`config.mk`:
```
export PLATFORM = sky130hd
export DESIGN_NAME = coordinate_message_parser_top_flat
export DESIGN_NICKNAME = d
export VERILOG_FILES = /design/src/sv/cmp_pkg.sv /design/src/sv/cmp_stream_if.sv /design/src/sv/cmp_front.sv /design/src/sv/cmp_queue.sv /design/src/sv/cmp_back.sv /design/src/sv/coordinate_message_parser_top.sv /design/src/flat_wrapper.sv
export VERILOG_INCLUDE_DIRS = /design/src /design/src/sv
export SDC_FILE = /design/constraint.sdc
export NUM_CORES = 1
export LEC_CHECK = 0
export BUFFER_PORTS_ARGS = -buffer_cell sky130_fd_sc_hd__buf_2
export CORE_UTILIZATION = 40
export DETAILED_ROUTE_END_ITERATION = 10
export SLEW_MARGIN = 0
export SYNTH_ARGS = -nofsm -noshare
export SYNTH_HDL_FRONTEND = slang
export SYNTH_SLANG_ARGS = --single-unit
```
`constraint.sdc`:
```
create_clock -name clk -period 9 [get_ports clk]
set_input_delay 1.35 -clock clk [delete_from_list [all_inputs] [get_ports clk]]
set_output_delay 1.35 -clock clk [all_outputs]
set_load 0.02 [all_outputs]
```
`src/sv/coordinate_message_parser_top_defines.svh`:
```
// ----------------------------------------------------------------------------
// Coordinate message parser: assertion macros
// Short forms for the concurrent checks at the end of the top level.
// ----------------------------------------------------------------------------
`ifndef COORDINATE_MESSAGE_PARSER_TOP_DEFINES_SVH
`define COORDINATE_MESSAGE_PARSER_TOP_DEFINES_SVH

// Check a condition at every rising clock edge outside reset.
`define CMP_ASSERT_ALWAYS(label, clk_sig, rst_n_sig, cond, text) \
	label: assert property (@(posedge clk_sig) disable iff (!rst_n_sig) (cond)) \
		else $error(text);

// Check that a consequence holds in the same cycle as its antecedent.
`define CMP_ASSERT_IMPLY(label, clk_sig, rst_n_sig, ante, cons, text) \
	label: assert property (@(posedge clk_sig) disable iff (!rst_n_sig) \
		(ante) |-> (cons)) else $error(text);

`endif

```
`src/sv/cmp_pkg.sv`:
```
// ----------------------------------------------------------------------------
// Coordinate message parser package
// Widths, character codes, token types and arithmetic helpers.
// ----------------------------------------------------------------------------
`default_nettype none

package cmp_pkg;

	localparam int BYTE_W              = 8;
	localparam int VALUE_W             = 32;
	localparam int MAG_W               = 31;
	localparam int DIGIT_W             = 4;
	localparam int POW_W               = 20;
	localparam int EXP_W               = 3;
	localparam int MIN_TEXT            = 6;
	localparam int TEXT_LEN_W          = 3;
	localparam int QUEUE_DEPTH         = 4;
	localparam int MAX_FIELD_CHARS_DEF = 31;
	localparam int FRACTION_DIGITS_DEF = 3;

	localparam logic [MAG_W-1:0] MAG_MAX = {MAG_W{1'b1}};

	localparam logic [BYTE_W-1:0] CH_NUL   = 8'h00;
	localparam logic [BYTE_W-1:0] CH_AT    = 8'h40;
	localparam logic [BYTE_W-1:0] CH_COMMA = 8'h2C;
	localparam logic [BYTE_W-1:0] CH_SLASH = 8'h2F;
	localparam logic [BYTE_W-1:0] CH_MINUS = 8'h2D;
	localparam logic [BYTE_W-1:0] CH_POINT = 8'h2E;
	localparam logic [BYTE_W-1:0] CH_D0    = 8'h30;
	localparam logic [BYTE_W-1:0] CH_D9    = 8'h39;

	typedef enum logic [2:0] {
		TK_SKIP,
		TK_AT,
		TK_COMMA,
		TK_SLASH,
		TK_MINUS,
		TK_POINT,
		TK_DIGIT,
		TK_OTHER
	} tok_class_t;

	typedef struct packed {
		tok_class_t         cls;
		logic [DIGIT_W-1:0] digit;
		logic               last;
	} token_t;

	typedef struct packed {
		logic full;
		logic empty;
	} q_status_t;

	typedef enum logic [1:0] {
		PH_START,
		PH_XF,
		PH_YF,
		PH_TAIL
	} phase_t;

	// Ten to the power n, n from 0 to 6.
	function automatic logic [POW_W-1:0] pow10_f(input logic [EXP_W-1:0] n);
		logic [POW_W-1:0] p;
		unique case (n)
			3'd0:    p = 20'd1;
			3'd1:    p = 20'd10;
			3'd2:    p = 20'd100;
			3'd3:    p = 20'd1000;
			3'd4:    p = 20'd10000;
			3'd5:    p = 20'd100000;
			3'd6:    p = 20'd1000000;
			default: p = 20'd0;
		endcase
		return p;
	endfunction

	// m * 10 + d, saturated to MAG_MAX.
	function automatic logic [MAG_W-1:0] times_ten_plus_f(input logic [MAG_W-1:0] m,
		input logic [DIGIT_W-1:0] d);
		logic [MAG_W+3:0] v;
		v = (MAG_W+4)'({m, 3'b000}) + (MAG_W+4)'({m, 1'b0}) + (MAG_W+4)'(d);
		return (v > (MAG_W+4)'(MAG_MAX)) ? MAG_MAX : v[MAG_W-1:0];
	endfunction

	// m * p, saturated to MAG_MAX.
	function automatic logic [MAG_W-1:0] scale_sat_f(input logic [MAG_W-1:0] m,
		input logic [POW_W-1:0] p);
		logic [MAG_W+POW_W-1:0] prod;
		prod = (MAG_W+POW_W)'(m) * (MAG_W+POW_W)'(p);
		return (prod > (MAG_W+POW_W)'(MAG_MAX)) ? MAG_MAX : prod[MAG_W-1:0];
	endfunction

	// Apply the sign to a magnitude.
	function automatic logic signed [VALUE_W-1:0] to_signed_f(input logic neg,
		input logic [MAG_W-1:0] mag);
		logic signed [VALUE_W-1:0] v;
		v = $signed({1'b0, mag});
		return neg ? -v : v;
	endfunction

endpackage

`default_nettype wire

```
`src/sv/cmp_stream_if.sv`:
```
// ----------------------------------------------------------------------------
// Coordinate message parser channels
// Valid/ready channels for message bytes and for parse results.
// ----------------------------------------------------------------------------
`default_nettype none

interface cmp_in_if;
	import cmp_pkg::*;
	logic              valid;
	logic              ready;
	logic [BYTE_W-1:0] rx_byte;
	logic              end_of_buffer;

	modport source (output valid, output rx_byte, output end_of_buffer, input ready);
	modport sink   (input valid, input rx_byte, input end_of_buffer, output ready);
endinterface

interface cmp_out_if;
	import cmp_pkg::*;
	logic                      valid;
	logic                      ready;
	logic                      accepted;
	logic signed [VALUE_W-1:0] x_value;
	logic signed [VALUE_W-1:0] y_value;

	modport source (output valid, output accepted, output x_value, output y_value,
		input ready);
	modport sink   (input valid, input accepted, input x_value, input y_value,
		output ready);
endinterface

`default_nettype wire

```
`src/sv/cmp_front.sv`:
```
// ----------------------------------------------------------------------------
// Coordinate message parser front end
// Accepts bytes, classifies each into a token and pushes it to the queue.
// ----------------------------------------------------------------------------
`default_nettype none

module cmp_front
	import cmp_pkg::*;
(
	input  wire logic  clk,
	input  wire logic  arst_n,
	cmp_in_if.sink     msg,
	input  q_status_t  q_stat,
	output logic       push,
	output token_t     wr_token
);

	logic       ended_q;
	tok_class_t cls;

	assign msg.ready = !q_stat.full;
	assign push      = msg.valid && !q_stat.full;

	// Zero ends the text; drop everything after it until the buffer ends.
	always_comb begin
		if (ended_q || msg.rx_byte == CH_NUL) begin
			cls = TK_SKIP;
		end else begin
			unique case (msg.rx_byte) inside
				CH_AT:          cls = TK_AT;
				CH_COMMA:       cls = TK_COMMA;
				CH_SLASH:       cls = TK_SLASH;
				CH_MINUS:       cls = TK_MINUS;
				CH_POINT:       cls = TK_POINT;
				[CH_D0:CH_D9]:  cls = TK_DIGIT;
				default:        cls = TK_OTHER;
			endcase
		end
	end

	assign wr_token.cls   = cls;
	assign wr_token.digit = DIGIT_W'(msg.rx_byte - CH_D0);
	assign wr_token.last  = msg.end_of_buffer;

	always_ff @(posedge clk or negedge arst_n) begin
		if (!arst_n) begin
			ended_q <= 1'b0;
		end else if (push) begin
			if (msg.end_of_buffer) begin
				ended_q <= 1'b0;
			end else if (msg.rx_byte == CH_NUL) begin
				ended_q <= 1'b1;
			end
		end
	end

endmodule

`default_nettype wire

```
`src/sv/cmp_queue.sv`:
```
// ----------------------------------------------------------------------------
// Coordinate message parser token queue
// Short FIFO that decouples the classifier from the parser.
// ----------------------------------------------------------------------------
`default_nettype none

module cmp_queue
	import cmp_pkg::*;
(
	input  wire logic  clk,
	input  wire logic  arst_n,
	input  wire logic  push,
	input  token_t     wr_token,
	input  wire logic  pop,
	output token_t     rd_token,
	output q_status_t  q_stat
);

	localparam int PTR_W = $clog2(QUEUE_DEPTH);

	token_t           slots [QUEUE_DEPTH];
	logic [PTR_W-1:0] wr_ptr_q;
	logic [PTR_W-1:0] rd_ptr_q;
	logic [PTR_W:0]   count_q;

	assign q_stat.full  = (count_q == (PTR_W+1)'(QUEUE_DEPTH));
	assign q_stat.empty = (count_q == '0);
	assign rd_token     = slots[rd_ptr_q];

	always_ff @(posedge clk) begin
		if (push) begin
			slots[wr_ptr_q] <= wr_token;
		end
	end

	always_ff @(posedge clk or negedge arst_n) begin
		if (!arst_n) begin
			wr_ptr_q <= '0;
			rd_ptr_q <= '0;
			count_q  <= '0;
		end else begin
			if (push) begin
				wr_ptr_q <= wr_ptr_q + 1'b1;
			end
			if (pop) begin
				rd_ptr_q <= rd_ptr_q + 1'b1;
			end
			if (push && !pop) begin
				count_q <= count_q + 1'b1;
			end else if (pop && !push) begin
				count_q <= count_q - 1'b1;
			end
		end
	end

endmodule

`default_nettype wire

```
`src/sv/cmp_back.sv`:
```
// ----------------------------------------------------------------------------
// Coordinate message parser back end
// Runs the message grammar on tokens, evaluates at buffer end, holds result.
// ----------------------------------------------------------------------------
`default_nettype none

module cmp_back
	import cmp_pkg::*;
#(
	parameter int MAX_FIELD_CHARS = MAX_FIELD_CHARS_DEF,
	parameter int FRACTION_DIGITS = FRACTION_DIGITS_DEF
) (
	input  wire logic  clk,
	input  wire logic  arst_n,
	input  token_t     rd_token,
	input  q_status_t  q_stat,
	output logic       pop,
	cmp_out_if.source  result
);

	localparam int FLEN_W  = $clog2(MAX_FIELD_CHARS + 1);
	localparam int TAKEN_W = (FRACTION_DIGITS > 0) ? $clog2(FRACTION_DIGITS + 1) : 1;

	// Per-message parse state
	phase_t                phase_q, phase_n;
	logic [TEXT_LEN_W-1:0] len_q, len_n;
	logic [FLEN_W-1:0]     flen_q, flen_n;
	logic                  neg_q, neg_n;
	logic                  point_q, point_n;
	logic [TAKEN_W-1:0]    taken_q, taken_n;
	logic [MAG_W-1:0]      acc_q, acc_n;
	logic                  ok_q, ok_n;

	// Finished field magnitudes
	logic [MAG_W-1:0]      x_mag_q, y_mag_q;
	logic                  x_neg_q, y_neg_q;
	logic                  x_ld, y_ld;

	// Evaluation stage and output register
	logic                  eval_v_s1, eval_ok_s1;
	logic                  eval_set, eval_ok;
	logic                  s2_load, s1_free;
	logic                  out_v_q, out_acc_q;
	logic signed [VALUE_W-1:0] out_x_q, out_y_q;

	logic [MAG_W-1:0]      ttp;
	logic [MAG_W-1:0]      scaled;
	logic [EXP_W-1:0]      exp10;
	logic                  complete;

	assign s2_load = eval_v_s1 && (!out_v_q || result.ready);
	assign s1_free = !eval_v_s1 || s2_load;
	assign pop     = !q_stat.empty && s1_free;

	assign ttp      = times_ten_plus_f(acc_q, rd_token.digit);
	assign exp10    = EXP_W'(FRACTION_DIGITS) - EXP_W'(taken_q);
	assign scaled   = scale_sat_f(acc_q, pow10_f(exp10));
	assign complete = (flen_q != '0) && !(neg_q && flen_q == FLEN_W'(1));

	always_comb begin
		logic field_step;
		field_step = 1'b0;
		phase_n    = phase_q;
		len_n      = len_q;
		flen_n     = flen_q;
		neg_n      = neg_q;
		point_n    = point_q;
		taken_n    = taken_q;
		acc_n      = acc_q;
		ok_n       = ok_q;
		x_ld       = 1'b0;
		y_ld       = 1'b0;
		eval_set   = 1'b0;
		eval_ok    = 1'b0;
		if (pop) begin
			if (rd_token.cls != TK_SKIP) begin
				if (len_q < TEXT_LEN_W'(MIN_TEXT)) begin
					len_n = len_q + 1'b1;
				end
				if (ok_q) begin
					unique case (phase_q)
						PH_START: begin
							if (rd_token.cls == TK_AT) begin
								phase_n = PH_XF;
							end else begin
								ok_n = 1'b0;
							end
						end
						PH_XF: begin
							if (rd_token.cls == TK_COMMA) begin
								if (!complete) begin
									ok_n = 1'b0;
								end else begin
									x_ld    = 1'b1;
									phase_n = PH_YF;
									flen_n  = '0;
									neg_n   = 1'b0;
									point_n = 1'b0;
									taken_n = '0;
									acc_n   = '0;
								end
							end else if (rd_token.cls == TK_SLASH) begin
								ok_n = 1'b0;
							end else begin
								field_step = 1'b1;
							end
						end
						PH_YF: begin
							if (rd_token.cls == TK_SLASH) begin
								if (!complete) begin
									ok_n = 1'b0;
								end else begin
									y_ld    = 1'b1;
									phase_n = PH_TAIL;
								end
							end else begin
								field_step = 1'b1;
							end
						end
						PH_TAIL: begin
						end
						default: begin
						end
					endcase
					if (field_step) begin
						if (flen_q >= FLEN_W'(MAX_FIELD_CHARS)) begin
							ok_n = 1'b0;
						end else begin
							unique case (rd_token.cls)
								TK_MINUS: begin
									if (flen_q == '0) begin
										neg_n  = 1'b1;
										flen_n = flen_q + 1'b1;
									end else begin
										ok_n = 1'b0;
									end
								end
								TK_POINT: begin
									if (point_q) begin
										ok_n = 1'b0;
									end else begin
										point_n = 1'b1;
										flen_n  = flen_q + 1'b1;
									end
								end
								TK_DIGIT: begin
									// Drop fraction digits beyond the fixed-point scale.
									if (!point_q) begin
										acc_n = ttp;
									end else if (taken_q < TAKEN_W'(FRACTION_DIGITS)) begin
										acc_n   = ttp;
										taken_n = taken_q + 1'b1;
									end
									flen_n = flen_q + 1'b1;
								end
								default: ok_n = 1'b0;
							endcase
						end
					end
				end
			end
			if (rd_token.last) begin
				eval_set = 1'b1;
				eval_ok  = ok_n && (phase_n == PH_TAIL) && (len_n >= TEXT_LEN_W'(MIN_TEXT));
				phase_n  = PH_START;
				len_n    = '0;
				flen_n   = '0;
				neg_n    = 1'b0;
				point_n  = 1'b0;
				taken_n  = '0;
				acc_n    = '0;
				ok_n     = 1'b1;
			end
		end
	end

	always_ff @(posedge clk or negedge arst_n) begin
		if (!arst_n) begin
			phase_q <= PH_START;
			len_q   <= '0;
			flen_q  <= '0;
			neg_q   <= 1'b0;
			point_q <= 1'b0;
			taken_q <= '0;
			acc_q   <= '0;
			ok_q    <= 1'b1;
		end else begin
			phase_q <= phase_n;
			len_q   <= len_n;
			flen_q  <= flen_n;
			neg_q   <= neg_n;
			point_q <= point_n;
			taken_q <= taken_n;
			acc_q   <= acc_n;
			ok_q    <= ok_n;
		end
	end

	always_ff @(posedge clk) begin
		if (x_ld) begin
			x_mag_q <= scaled;
			x_neg_q <= neg_q;
		end
		if (y_ld) begin
			y_mag_q <= scaled;
			y_neg_q <= neg_q;
		end
		if (eval_set) begin
			eval_ok_s1 <= eval_ok;
		end
	end

	always_ff @(posedge clk or negedge arst_n) begin
		if (!arst_n) begin
			eval_v_s1 <= 1'b0;
			out_v_q   <= 1'b0;
			out_acc_q <= 1'b0;
			out_x_q   <= '0;
			out_y_q   <= '0;
		end else begin
			if (eval_set) begin
				eval_v_s1 <= 1'b1;
			end else if (s2_load) begin
				eval_v_s1 <= 1'b0;
			end
			if (s2_load) begin
				out_v_q   <= 1'b1;
				out_acc_q <= eval_ok_s1;
				// A rejected message keeps the held pair.
				if (eval_ok_s1) begin
					out_x_q <= to_signed_f(x_neg_q, x_mag_q);
					out_y_q <= to_signed_f(y_neg_q, y_mag_q);
				end
			end else if (result.ready) begin
				out_v_q <= 1'b0;
			end
		end
	end

	assign result.valid    = out_v_q;
	assign result.accepted = out_acc_q;
	assign result.x_value  = out_x_q;
	assign result.y_value  = out_y_q;

endmodule

`default_nettype wire

```
`src/sv/coordinate_message_parser_top.sv`:
```
// ----------------------------------------------------------------------------
// Coordinate message parser
// Checks byte messages of the form "@x,y/" and keeps the last good x, y pair
// in signed fixed point, units of 1/1000 by default. Bytes enter one per
// clock with no gaps needed: a classifier tags each byte, a four-entry token
// queue carries it to the parser, and the parser consumes one token per
// cycle. The byte flagged end_of_buffer yields one result (accepted flag and
// the held pair), registered through the token queue, the evaluation stage
// and the output register. Sustained rate is one byte per cycle, set by the
// parser's single-token step; a stalled result channel holds the parser
// and, once the queue fills, the input. No clearing pass follows reset.
// ----------------------------------------------------------------------------
`default_nettype none

`include "coordinate_message_parser_top_defines.svh"

module coordinate_message_parser_top
	import cmp_pkg::*;
#(
	parameter int MAX_FIELD_CHARS = MAX_FIELD_CHARS_DEF,
	parameter int FRACTION_DIGITS = FRACTION_DIGITS_DEF
) (
	input  wire logic  clk,
	input  wire logic  arst_n,
	cmp_in_if.sink     msg,
	cmp_out_if.source  result
);

	// Token path from classifier through the queue to the parser
	token_t    wr_token;
	token_t    rd_token;
	logic      q_push;
	logic      q_pop;
	q_status_t q_stat;

	// Classify each byte; stop taking bytes when the queue is full.
	cmp_front u_front (
		.clk      (clk),
		.arst_n   (arst_n),
		.msg      (msg),
		.q_stat   (q_stat),
		.push     (q_push),
		.wr_token (wr_token)
	);

	// Hold tokens so either side can stall without stopping the other.
	cmp_queue u_queue (
		.clk      (clk),
		.arst_n   (arst_n),
		.push     (q_push),
		.wr_token (wr_token),
		.pop      (q_pop),
		.rd_token (rd_token),
		.q_stat   (q_stat)
	);

	// Parse, evaluate at buffer end and drive the result transaction.
	cmp_back #(
		.MAX_FIELD_CHARS (MAX_FIELD_CHARS),
		.FRACTION_DIGITS (FRACTION_DIGITS)
	) u_back (
		.clk      (clk),
		.arst_n   (arst_n),
		.rd_token (rd_token),
		.q_stat   (q_stat),
		.pop      (q_pop),
		.result   (result)
	);

	// Input readiness follows queue space only.
	`CMP_ASSERT_ALWAYS(a_ready_tracks_queue, clk, arst_n, msg.ready == !q_stat.full, "input ready disagrees with queue space")

	// The parser never takes a token from an empty queue.
	`CMP_ASSERT_ALWAYS(a_no_pop_empty, clk, arst_n, !(q_pop && q_stat.empty), "token popped from empty queue")

	// Saturation keeps both values off the most negative code.
	`CMP_ASSERT_IMPLY(a_values_saturated, clk, arst_n, result.valid, (result.x_value != 32'sh8000_0000) && (result.y_value != 32'sh8000_0000), "held value outside saturation range")

endmodule

`default_nettype wire

```
`src/flat_wrapper.sv`:
```
// flat-port wrapper written by rule: the top's interface ports become plain ports
module coordinate_message_parser_top_flat import cmp_pkg::*;
#(
	parameter int MAX_FIELD_CHARS = MAX_FIELD_CHARS_DEF,
	parameter int FRACTION_DIGITS = FRACTION_DIGITS_DEF
)
  (clk, arst_n, msg_valid, msg_rx_byte, msg_end_of_buffer, msg_ready, result_valid, result_accepted, result_x_value, result_y_value, result_ready);
  cmp_in_if msg_i ();
  cmp_out_if result_i ();
  input  wire logic clk;
  input  wire logic arst_n;
  input wire logic [$bits(msg_i.valid)-1:0] msg_valid;
  input wire logic [$bits(msg_i.rx_byte)-1:0] msg_rx_byte;
  input wire logic [$bits(msg_i.end_of_buffer)-1:0] msg_end_of_buffer;
  output wire logic [$bits(msg_i.ready)-1:0] msg_ready;
  output wire logic [$bits(result_i.valid)-1:0] result_valid;
  output wire logic [$bits(result_i.accepted)-1:0] result_accepted;
  output wire logic [$bits(result_i.x_value)-1:0] result_x_value;
  output wire logic [$bits(result_i.y_value)-1:0] result_y_value;
  input wire logic [$bits(result_i.ready)-1:0] result_ready;
  assign msg_i.valid = msg_valid;
  assign msg_i.rx_byte = msg_rx_byte;
  assign msg_i.end_of_buffer = msg_end_of_buffer;
  assign msg_ready = msg_i.ready;
  assign result_valid = result_i.valid;
  assign result_accepted = result_i.accepted;
  assign result_x_value = result_i.x_value;
  assign result_y_value = result_i.y_value;
  assign result_i.ready = result_ready;
  coordinate_message_parser_top #(.MAX_FIELD_CHARS(MAX_FIELD_CHARS), .FRACTION_DIGITS(FRACTION_DIGITS)) u_core (.clk(clk), .arst_n(arst_n), .msg(msg_i), .result(result_i));
endmodule
```
### Word level (Yosys, flattened, before mapping)

Memory sizes are Yosys's and may differ from the RTL's.
Index checks and enable logic that the tools add are counted.

| cells by class | value |
|---|---|
| add/sub/neg operators | 13 |
| multipliers | 1 |
| div/mod/pow operators | 0 |
| $lt $le $gt $ge | 8 |
| equality and inequality tests | 22 |
| shifts and indexed selects | 0 |
| muxes and demuxes | 116 |
| bitwise logic cells | 0 |
| reduce and logical (&&, ||, !) cells | 37 |

Operator list:

| cell | count |
|---|---|
| $mux W31 | 13 |
| $pmux W20 S7 | 1 |
| $mux W32 | 2 |
| $neg A31 Y32 | 2 |
| $mux W1 | 57 |
| $gt A51 B31 Y1 const B | 1 |
| $mul A31 B20 Y51 | 1 |
| $mux W5 | 10 |
| $mux W2 | 20 |
| $add A34 B32 Y35 | 1 |
| $add A35 B4 Y35 | 1 |
| $gt A35 B31 Y1 const B | 1 |
| $eq A8 B6 Y1 const B | 4 |
| $eq A3 B3 Y1 const B | 7 |
| $mux W3 | 7 |
| $pmux W3 S6 | 1 |
| $pmux W5 S3 | 1 |
| $eq A3 B2 Y1 const B | 4 |
| $reduce_bool A2 Y1 | 6 |
| $logic_and A1 B1 Y1 | 10 |
| $eq A8 B7 Y1 const B | 1 |
| $ge A8 B6 Y1 const B | 1 |
| $le A8 B6 Y1 const B | 1 |
| $logic_not A8 Y1 | 1 |
| other kinds (26) | 43 |

| word-level totals | value |
|---|---|
| register bits after elaboration | 186 |
| bits in latches | 0 |
| bits in writable memories | 32 |
| memory bits (read-only) | 0 |
| bits of input ports | 13 |
| memories | 1 |

Memory list:

| name | words | bits a word | read ports | clocked after Yosys merged registers in | wr ports | line | text |
|---|---|---|---|---|---|---|---|
| u_core.u_queue.slots | 4 | 8 | 1 | 0 | 1 | cmp_queue.sv:21 | `token_t slots [QUEUE_DEPTH];` |

### Longest topological paths before layout

Gate-level depths: netlist (run 1).

| logic depth | value |
|---|---|
| depth after elaboration | 16 |
| depth in mapped cells | 32 |

### Hierarchy

From an unflattened synthesis (run 1), not the netlist that was laid out.

| second synthesis, totals | value |
|---|---|
| cells, all modules | 2616 |
| area, all modules | 23761.5 um^2 |

By module, submodules not included:

| module | times used | cells an instance | area each (um^2) | seq. area each (um^2) |
|---|---|---|---|---|
| cmp_back | 1 | 2514 | 22021.1 | 4780.8 |
| cmp_queue | 1 | 76 | 1547.7 | 1136.1 |
| cmp_front | 1 | 26 | 192.7 | 25.0 |

### Worst setup path before layout (run 1)

No wires, ideal clock.

| path | value |
|---|---|
| path type | reg2reg |
| from | register u_core.u_back.taken_q[0] |
| to | register u_core.u_back.x_mag_q[10] (data pin) |
| setup time | 281 ps |
| data arrival time | 7921 ps |
| required time | 8719 ps |
| slack | 798 ps |
| stages on the path, launching flop included | 32 |
| cells stage by stage | dfrtp_1 clkbuf_1 inv_1 ha_1 clkbuf_1 clkbuf_1 and2_1 ha_1 a31o_2 fa_1 inv_1 fa_1 inv_1 fa_1 ha_1 fa_1 inv_1 fa_1 inv_1 ha_1 clkbuf_1 nand4_1 nor3_1 o2111ai_1 and3_1 clkbuf_1 o311a_1 a211oi_1 nand4_1 nor4_1 buf_2 nand3_1 |

| on the way | value |
|---|---|
| longest elaborated chain between the ends | 6 |
| elaborated cells between the ends (all ways) | 12 |

Ends and longest elaborated chain:

| element | line | text |
|---|---|---|
| from (decl) | cmp_back.sv:30 | `logic [TAKEN_W-1:0] taken_q, taken_n;` |
| from (signal assigned) | cmp_back.sv:193 | `taken_q <= taken_n;` |
| $sub A2 B2 Y3 * | cmp_back.sv:56 | `assign exp10 = EXP_W'(FRACTION_DIGITS) - EXP_W'(taken_q);` |
| $eq A3 B3 Y1, or another cell as far along | cmp_pkg.sv:64 | `unique case (n)` |
| $pmux W20 S7 * | cmp_pkg.sv:64 |  |
| $mul A31 B20 Y51 * | cmp_pkg.sv:89 | `prod = (MAG_W+POW_W)'(m) * (MAG_W+POW_W)'(p);` |
| $gt A51 B31 Y1 | cmp_pkg.sv:90 | `return (prod > (MAG_W+POW_W)'(MAG_MAX)) ? MAG_MAX : prod[MAG_W-1:0];` |
| $mux W31 * | cmp_pkg.sv:90 |  |
| via u_core.u_back.scaled[10] | cmp_back.sv:47 | `logic [MAG_W-1:0] scaled;` |
| to (signal assigned) | cmp_back.sv:201 | `x_mag_q <= scaled;` |
| to (decl) | cmp_back.sv:35 | `logic [MAG_W-1:0] x_mag_q, y_mag_q;` |

Mark *: on every way through the listed nets, which the timed path passes. The rest lies on a longest branch.
A chain may end at the register's enable or synchronous reset.

### Worst setup path in the final report (run 1)

| path | value |
|---|---|
| from | register u_core.u_back.taken_q[1] |
| to | register u_core.u_back.x_mag_q[8] (data pin) |

The elaborated chain is that of the path after synthesis.

==> impl_metrics.yaml, run 1 <==
outcome:
  status: "finished clean"
yosys:
  synthArstFlopShare: 0.5550
  synth-edff-count: 97
  syn_nets: 3009
  synth_cells: 2510
  yosysMostFrequentCell: "inv_1"
  synth.ff_latch_count: 218
  netlist_top_cells_area: "fa_1 16%, ha_1 16%, dfrtp_1 13%, edfxtp_1 13%, inv_1 5.5%"
  avgSynthCellArea_um2: 9.236
  syn_area_mm2: 0.02318
  yosys_warnings: 0
  synth_ff_type: "dfrtp_1"
  synth_top_cell_area_share: 0.1632
  ys_seq_area_frac: 0.2563
  synth_cell_types: 79
  synth_top_cell_by_area: "fa_1"
  yosys-top-cells-count: "338 x inv_1, 297 x ha_1, 275 x nand2_1"
clocking:
  cts.sinks: 218
  cts.repair.resized: 0
  cts_buffers: 26
  clock_latency_ns: 0.54
  clk_pin_slew_ns: 0.06
  post-cts-setup-buffer-count: 0
  h-tree-depth: 1
  cts_hold_buf: 0
  cts_buffer_depth: 3
  cts_root_buf: "clkbuf_16"
  cts_tree: "done"
pwr:
  p_clk_frac: 0.309
  p_leak_nw: 12.96
  p_int_mw: 2.151
  power.switching_mw: 1.201
  power_density_mw_per_mm2: 133.2
  pwr-share-comb: 0.286
  peakVddDrop_uv: 179.5
  sw_frac_of_total: 0.3583
  power.share.sequential: 0.405
  p_total_mw: 3.353
layout:
  utilization: 0.4430
  final_area_mm2: 0.02517
  antenna_cells: 0
  fillers: 5591
  layout.nets: 3037
  area_growth_pct: 8.586
  layout-drive-gt1-share: 0.06880
sta:
  fmax_mhz: 116.5
  fin_skew_ns: 0.01005
  setup_violations: 0
  finalCriticalPeriod_ns: 8.583
  slew_viol_final: 0
  slew-limit-headroom: 0.2409
  finalCritPeriodShare: 0.9537
  final_hold_viol_count: 0
  finalSetupTns_ns: 0
  rsz0062_at_grt: "false"
  worst_slew_pin_slew_ns: 1.139
grt:
  grt_pass1_vias: 17750
  track_usage: 0.1875
  grt_antenna_before_repair: 0
  grt_overflow_total: 0
  grt_max_degree: 122
  grt_pass1_wl_um: 91870
placed_design:
  dpl_cell_area_mm2: 0.02432
  globalplace.congestion: 0.8773
  port_buffers: 79
  place_hpwl_um: 45120
worst_setup_path:
  crit_type: "flop to flop"
  start_kind: "flop"
  cp.arrival_ns: 8.84
  crit_slowest_cell: "fa_1"
  slowest_delay_ns: 0.55
  endpoint_kind: "flop"
  crit_fanout: 31
  cp.required_ns: 9.26
routing:
  wire_per_inst_um: 16.63
  via_per_inst: 5.277
  drt-initial-drc-count: 762
  ant_nets: 0
  routed_wl_um: 55130
  num_vias: 17490
  drc: 0
  drt-pass1-iter-count: 5
floorplanning:
  initial_core_util: 0.4080
  core.rowCount: 87
  chipHeight_um: 242.7
  core_area_mm2: 0.05682
  dieWidth_um: 242.7
  die_area_mm2: 0.05893
  num_io_pins: 80
min_path:
  hp-class: "flop to flop"
flow_run:
  drv_cap: 0
cell type report:
type,instances,area [um2],area share
tap,756,945.9,0.03757
multi-input combinational,1853,15610,0.6200
timing repair buffer,100,555.5,0.02207
clock buffer,35,704.4,0.02798
sequential,218,5942,0.2360
inverter,339,1272,0.05055
clock inverter,13,145.1,0.005765
logic make-up (layout without fill, tap and decap cells):
logic type,after synthesis,in the layout,share of synthesized area
multiplexers,16,16,0.01128
AO/OA/AOI/OAI,544,544,0.1467
buffers and inverters,439,487,0.07146
flip-flops,218,218,0.2563
adder cells (fa/ha/maj),486,486,0.3235
AND/OR/NAND/NOR,677,677,0.1416
XOR/XNOR,130,130,0.04911
worst paths after layout:
kind,start,end,slack (ns),cells past startpoint
max in group asynchronous,arst_n,u_core.u_back.acc_q[23]$_DFFE_PN0P_,6.63,3
setup reg to reg,u_core.u_back.taken_q[1]$_DFFE_PN0P_,u_core.u_back.x_mag_q[8]$_DFFE_PP_,0.42,28
setup / recovery,u_core.u_back.taken_q[1]$_DFFE_PN0P_,u_core.u_back.x_mag_q[8]$_DFFE_PP_,0.42,28
min in group asynchronous,arst_n,u_core.u_back.result.x_value[29]$_DFFE_PN0P_,0.79,1
hold / removal,u_core.u_back.result.y_value[31]$_DFFE_PN0P_,u_core.u_back.result.y_value[31]$_DFFE_PN0P_,0.47,2
hold reg to reg,u_core.u_back.result.y_value[31]$_DFFE_PN0P_,u_core.u_back.result.y_value[31]$_DFFE_PN0P_,0.47,2
per-stage QoR:
stage / cells / hold slack, ns / worst slack, ns
after detailed placement: 3266 / 0.4651 / 0.4377
after global routing: 3314 / 0.4917 / 0.03814
final: 3314 / 0.4697 / 0.4165
after floorplan: 2510 / 0.4631 / 0.7984
after global placement: 3266 / 0.4575 / 0.6248
after CTS: 3314 / 0.4777 / 0.4507
layer usage:
metal / GRT usage / up-vias / share of wire
li1: - / 8641 / -
met1: 0.2620 / 8442 / 0.48
met2: 0.3127 / 342 / 0.46
met3: 0.01880 / 64 / 0.039
met4: 0.04181 / 0 / 0.021
met5: 0 / - / 0
cell usage in the layout (no fill, tap or decap), drive strengths merged, types with 17 or more instances in the layout:
master  count
ha        297
nor2       99
dfrtp     120
buf       100
o31ai      30
and3       18
xor2       80
edfxtp     97
nand2     275
o211ai     17
nand3      54
clkbuf     35
fa        189
nand4      23
o21ai     204
inv       341
xnor2      50
a21oi     118
and2       86
nor2b      25
nor3       21
a21o       25
power groups by stage:
stage                     clock (mW)  sequential (mW)  combinational [mW]
final                           1.04             1.36               0.959
after detailed placement           0             1.38               0.971
after global placement             0             1.37               0.949
after global routing            1.10             1.39                1.07
after floorplan                    0             1.51               0.501
after CTS                       1.06             1.36               0.973
critical path, delay by kind of cell, from the launching register on:
kind	cells	cell delay [ns]
AND/OR/NAND/NOR	7	1.69
flip-flops	1	0.42
adder cells (fa/ha/maj)	9	4.13
buffers and inverters	9	1.13
AO/OA/AOI/OAI	3	0.91
registers in the layout, indices dropped and copies added (netlist names), 2 cells and up:
signal,flops
u_core.u_back.result.y_value,32
u_core.u_queue.rd_ptr_q,2
u_core.u_back.taken_q,2
u_core.u_queue.slots,32
u_core.u_queue.count_q,3
u_core.u_back.acc_q,31
u_core.u_back.result.x_value,32
u_core.u_back.flen_q,5
u_core.u_back.phase_q,2
u_core.u_queue.wr_ptr_q,2
u_core.u_back.len_q,3
u_core.u_back.y_mag_q,31
u_core.u_back.x_mag_q,31
No activity file was read; power rests on OpenSTA's default activity.
==> run 2, diff against run 1 <==
- SETUP_SLACK_MARGIN: unset -> 0.5
==> impl_metrics.yaml, run 2 (synthesis gave the netlist of run 1 again) <==
layout:
  layout.nets: 3041
  area_growth_pct: 9.191
  fillers: 5577
  mostFrequentLayoutCell: "inv_1"
  layout-drive-gt1-share: 0.07650
  antenna_cells: 0
  final_cell_mix: "338 x inv_1, 291 x ha_1, 275 x nand2_1"
routing:
  met3_length_um: 2180
  top_layer_used: "met4"
  drt-pass1-iter-count: 5
  routed_wl_um: 55380
  wire_per_inst_um: 16.69
  via_per_inst: 5.281
  drt-initial-drc-count: 728
  wl_met2_um: 25740
  drc: 0
  routedLengthMet1_um: 26360
  num_vias: 17520
  ant_nets: 0
placed_design:
  port_buffers: 79
  pre_cts_slack_ns: 0.4377
  globalplace.congestion: 0.8773
  place_hpwl_um: 45120
floorplanning:
  core_area_mm2: 0.05682
  core.rowCount: 87
  num_io_pins: 80
  dieWidth_um: 242.7
  die_area_mm2: 0.05893
  initial_core_util: 0.4080
  chipHeight_um: 242.7
sta:
  fmax_mhz: 123.1
  rsz0062_at_grt: "false"
  worst_slew_pin_slew_ns: 1.133
  finalCriticalPeriod_ns: 8.120
  slew_viol_final: 0
  finalCritPeriodShare: 0.9023
  slew-limit-headroom: 0.2445
  final_hold_viol_count: 0
  fin_skew_ns: 0.01053
  finalWorstSetupSlack_ns: 0.8797
  finalSetupTns_ns: 0
  setup_violations: 0
worst_setup_path:
  cp.required_ns: 9.26
  slowest_delay_ns: 0.54
  cpLargestDelayFamily: "adder cells"
  crit_path_frequent_cell: "fa_1"
  crit_fanout: 15
  start_kind: "flop"
  crit_slowest_cell: "fa_1"
  crit_buf_inv: 8
  cp.arrival_ns: 8.38
  crit_type: "flop to flop"
  rrSetupSlack_ns: 0.88
  endpoint_kind: "flop"
clocking:
  clock_latency_ns: 0.54
  h-tree-depth: 1
  cts.sinks: 218
  cts_buffers: 26
  cts_buffer_depth: 3
  clk_pin_slew_ns: 0.06
  cts_hold_buf: 0
  cts_root_buf: "clkbuf_16"
  cts_tree: "done"
grt:
  grt_max_degree: 122
  grt_pass1_vias: 17750
  track_usage: 0.1875
  grt_antenna_before_repair: 0
  grt_pass1_wl_um: 91870
  grt_overflow_total: 0
outcome:
  status: "finished clean"
pwr:
  peakVddDrop_uv: 179.5
  p_leak_nw: 13.00
  power_density_mw_per_mm2: 132.5
  p_total_mw: 3.355
min_path:
  hp-class: "flop to flop"
flow_run:
  drv_cap: 0
==> run 2: cell types whose count changed in the layout (fill, tap and decap cells not counted), moves of 2 or more <==
cell,delta
nor3_1,-3
ha_2,+6
nor4_4,+2
nor3_2,+3
a21oi_2,+2
ha_1,-6
a21oi_1,-3
buf_4,+2
==> run 2: timing repair <==
item | CTS | global route
resized for setup | 2 | 23
pin swaps | 0 | 1
gates cloned | 0 | 1
endpoints found under the hold margin | 0 | 0
setup endpoints to repair | 62 | 62
setup buffers | 0 | 3
==> run 2: worst register-to-register path: cells and delay by family (launching register included) <==
kind	cells	cell delay, ns
buffers and inverters	8	0.86
adders and majority gates	9	3.99
AOI/OAI and AO/OA	4	0.77
DFF	1	0.40
and+or+nand+nor	7	1.84
==> run 2: power by group <==
group	internal (mW)	switching, mW
sequential	1.24	0.119
clock	0.613	0.425
combinational	0.301	0.658
total	2.15	1.20
==> run 2: metrics by stage <==
| step | std cells | area, um2 | hold slack (ns) | utilization |
|---|---|---|---|---|
| floorplan | 2510 | 23180 | 0.4631 | - |
| global placement | 3266 | 24320 | 0.4575 | 0.4281 |
| detailed placement | 3266 | 24320 | 0.4651 | 0.4281 |
| CTS | 3314 | 25180 | 0.4777 | 0.4432 |
| global route | 3318 | 25310 | 0.4917 | 0.4455 |
| finish | 3318 | 25310 | 0.4697 | 0.4455 |
==> run 2: metal layers <==
layer	global-route usage	vias up
met1	0.2620	8464
met2	0.3127	344
met3	0.01880	63
met4	0.04181	0
li1	-	8650
met5	0	-
==> run 2: worst paths after layout <==
path / startpoint / to / depth (start not counted)
max: u_core.u_back.taken_q[1]$_DFFE_PN0P_ / u_core.u_back.y_mag_q[9]$_DFFE_PP_ / 28
min: u_core.u_back.result.y_value[31]$_DFFE_PN0P_ / u_core.u_back.result.y_value[31]$_DFFE_PN0P_ / 2
max reg2reg: u_core.u_back.taken_q[1]$_DFFE_PN0P_ / u_core.u_back.y_mag_q[9]$_DFFE_PP_ / 28
min reg2reg: u_core.u_back.result.y_value[31]$_DFFE_PN0P_ / u_core.u_back.result.y_value[31]$_DFFE_PN0P_ / 2
max in group asynchronous: arst_n / u_core.u_back.acc_q[23]$_DFFE_PN0P_ / 3
min in group asynchronous: arst_n / u_core.u_back.result.x_value[29]$_DFFE_PN0P_ / 1
==> run 2: area by class of cell <==
class                           count  area [um2]  area share
Multi-Input combinational cell   1853       15710      0.6206
Sequential cell                   218        5942      0.2347
Inverter                          339        1272     0.05027
Tap cell                          756       945.9     0.03737
Clock buffer                       35       704.4     0.02783
Timing Repair Buffer              104       595.6     0.02353
Clock inverter                     13       145.1    0.005733
==> run 3, diff against run 2 <==
- CTS_BUF_LIST: unset -> sky130_fd_sc_hd__clkbuf_16
- SETUP_SLACK_MARGIN: 0.5 -> unset
- SLEW_MARGIN: 0 -> unset
==> impl_metrics.yaml, run 3 (synthesis gave the netlist of run 1 again) <==
routing:
  drc: 0
  routed_wl_um: 55010
  drt-initial-drc-count: 761
  drt-pass1-iter-count: 7
  num_vias: 17500
  via_per_inst: 5.281
  ant_nets: 0
  wire_per_inst_um: 16.60
grt:
  track_usage: 0.1873
  grt_pass1_wl_um: 91820
  grt_overflow_total: 0
  grt_max_degree: 122
  grt_pass1_vias: 17750
  grt_antenna_before_repair: 0
sta:
  fmax_mhz: 116.6
  finalCritPeriodShare: 0.9530
  slew_viol_final: 0
  final_hold_viol_count: 0
  setup_violations: 0
  finalCriticalPeriod_ns: 8.577
  whs_ns: 0.4697
  fin_skew_ns: 0.01277
  finalSetupTns_ns: 0
  worst_slew_pin_slew_ns: 1.133
  rsz0062_at_grt: "false"
  finalWorstSetupSlack_ns: 0.4227
  slew-limit-headroom: 0.2447
layout:
  layout-drive-gt1-share: 0.06841
  antenna_cells: 0
  final_area_mm2: 0.02515
  area_growth_pct: 8.500
  ff_latch_area_mm2: 0.005942
  mostFrequentLayoutCell: "inv_1"
  layout.nets: 3037
  final_cell_mix: "345 x inv_1, 297 x ha_1, 275 x nand2_1"
  fillers: 5591
  multi_input_area_mm2: 0.01561
worst_setup_path:
  crit_fanout: 31
  start_kind: "flop"
  rrSetupSlack_ns: 0.42
  crit_slowest_cell: "fa_1"
  reg2regPathDepth: 28
  regToRegStartpoint: "u_core.u_back.taken_q[1]$_DFFE_PN0P_"
  crit_type: "flop to flop"
  cp-startpoint: "u_core.u_back.taken_q[1]$_DFFE_PN0P_"
  timing.rr.end: "u_core.u_back.x_mag_q[2]$_DFFE_PP_"
  cp.required_ns: 9.26
  cp.arrival_ns: 8.84
  slowest_delay_ns: 0.55
  endpoint_kind: "flop"
floorplanning:
  initial_core_util: 0.4080
  core.rowCount: 87
  dieWidth_um: 242.7
  core_area_mm2: 0.05682
  chipHeight_um: 242.7
  num_io_pins: 80
  die_area_mm2: 0.05893
pwr:
  peakVddDrop_uv: 179.5
  p_total_mw: 3.328
  power_density_mw_per_mm2: 132.3
  p_leak_nw: 12.98
clocking:
  cts_root_buf: "clkbuf_16"
  cts.sinks: 218
  cts.repair.resized: 0
  clk_pin_slew_ns: 0.06
  cts_tree: "done"
  cts_buffer_depth: 3
  cts_hold_buf: 0
  post-cts-setup-buffer-count: 0
  h-tree-depth: 1
  clock_latency_ns: 0.55
  cts_buffers: 26
outcome:
  status: "finished clean"
min_path:
  hp-class: "flop to flop"
  whs_path_depth: 2
  hold_end: "u_core.u_back.result.y_value[31]$_DFFE_PN0P_"
  min_from: "u_core.u_back.result.y_value[31]$_DFFE_PN0P_"
placed_design:
  globalplace.congestion: 0.8773
  pre_cts_slack_ns: 0.4377
  dpl_cell_area_mm2: 0.02432
  port_buffers: 79
  place_hpwl_um: 45120
flow_run:
  drv_cap: 0
run 3: critical path: cells and delay by family (launching register included):
family          cells  cell delay (ns)
fa+ha+maj           9             4.12
flops               1             0.42
compound gates      3             0.91
buf+inv             9             1.13
simple gates        7             1.67
run 3: cell type report:
class / count / share of cell area
Timing Repair Buffer: 100 / 0.02209
Clock buffer: 26 / 0.02587
Clock inverter: 22 / 0.007113
Tap cell: 756 / 0.03760
Inverter: 339 / 0.05059
Multi-Input combinational cell: 1853 / 0.6205
Sequential cell: 218 / 0.2362
run 3: where the power goes:
part | switching (mW) | internal, mW
logic | 0.658 | 0.300
registers | 0.119 | 1.24
clock network | 0.425 | 0.588
run 3: per-stage QoR:
| step | cells | utilization |
|---|---|---|
| finish | 3314 | 0.4427 |
| global route | 3314 | 0.4427 |
| CTS | 3314 | 0.4427 |
| detailed placement | 3266 | 0.4281 |
| global placement | 3266 | 0.4281 |
| floorplan | 2510 | - |
run 3: worst max path at each step:
stage                                           to  slack [ns]  cells past startpoint
2_1_floorplan  u_core.u_back.x_mag_q[10]$_DFFE_PP_        0.80                     31
3_3_place_gp    u_core.u_back.y_mag_q[9]$_DFFE_PP_        0.62                     28
3_5_place_dp   u_core.u_back.x_mag_q[15]$_DFFE_PP_        0.44                     28
4_1_cts         u_core.u_back.y_mag_q[9]$_DFFE_PP_        0.45                     28
5_1_grt         u_core.u_back.y_mag_q[3]$_DFFE_PP_        0.04                     28
6_report        u_core.u_back.x_mag_q[2]$_DFFE_PP_        0.42                     28
run 3: metal layers:
metal  global-route usage  share of wire  vias up
met5                    0              0        -
met4              0.04181          0.021        0
met3              0.01880          0.037       69
met2               0.3124           0.46      333
met1               0.2619           0.48     8456
li1                     -              -     8644
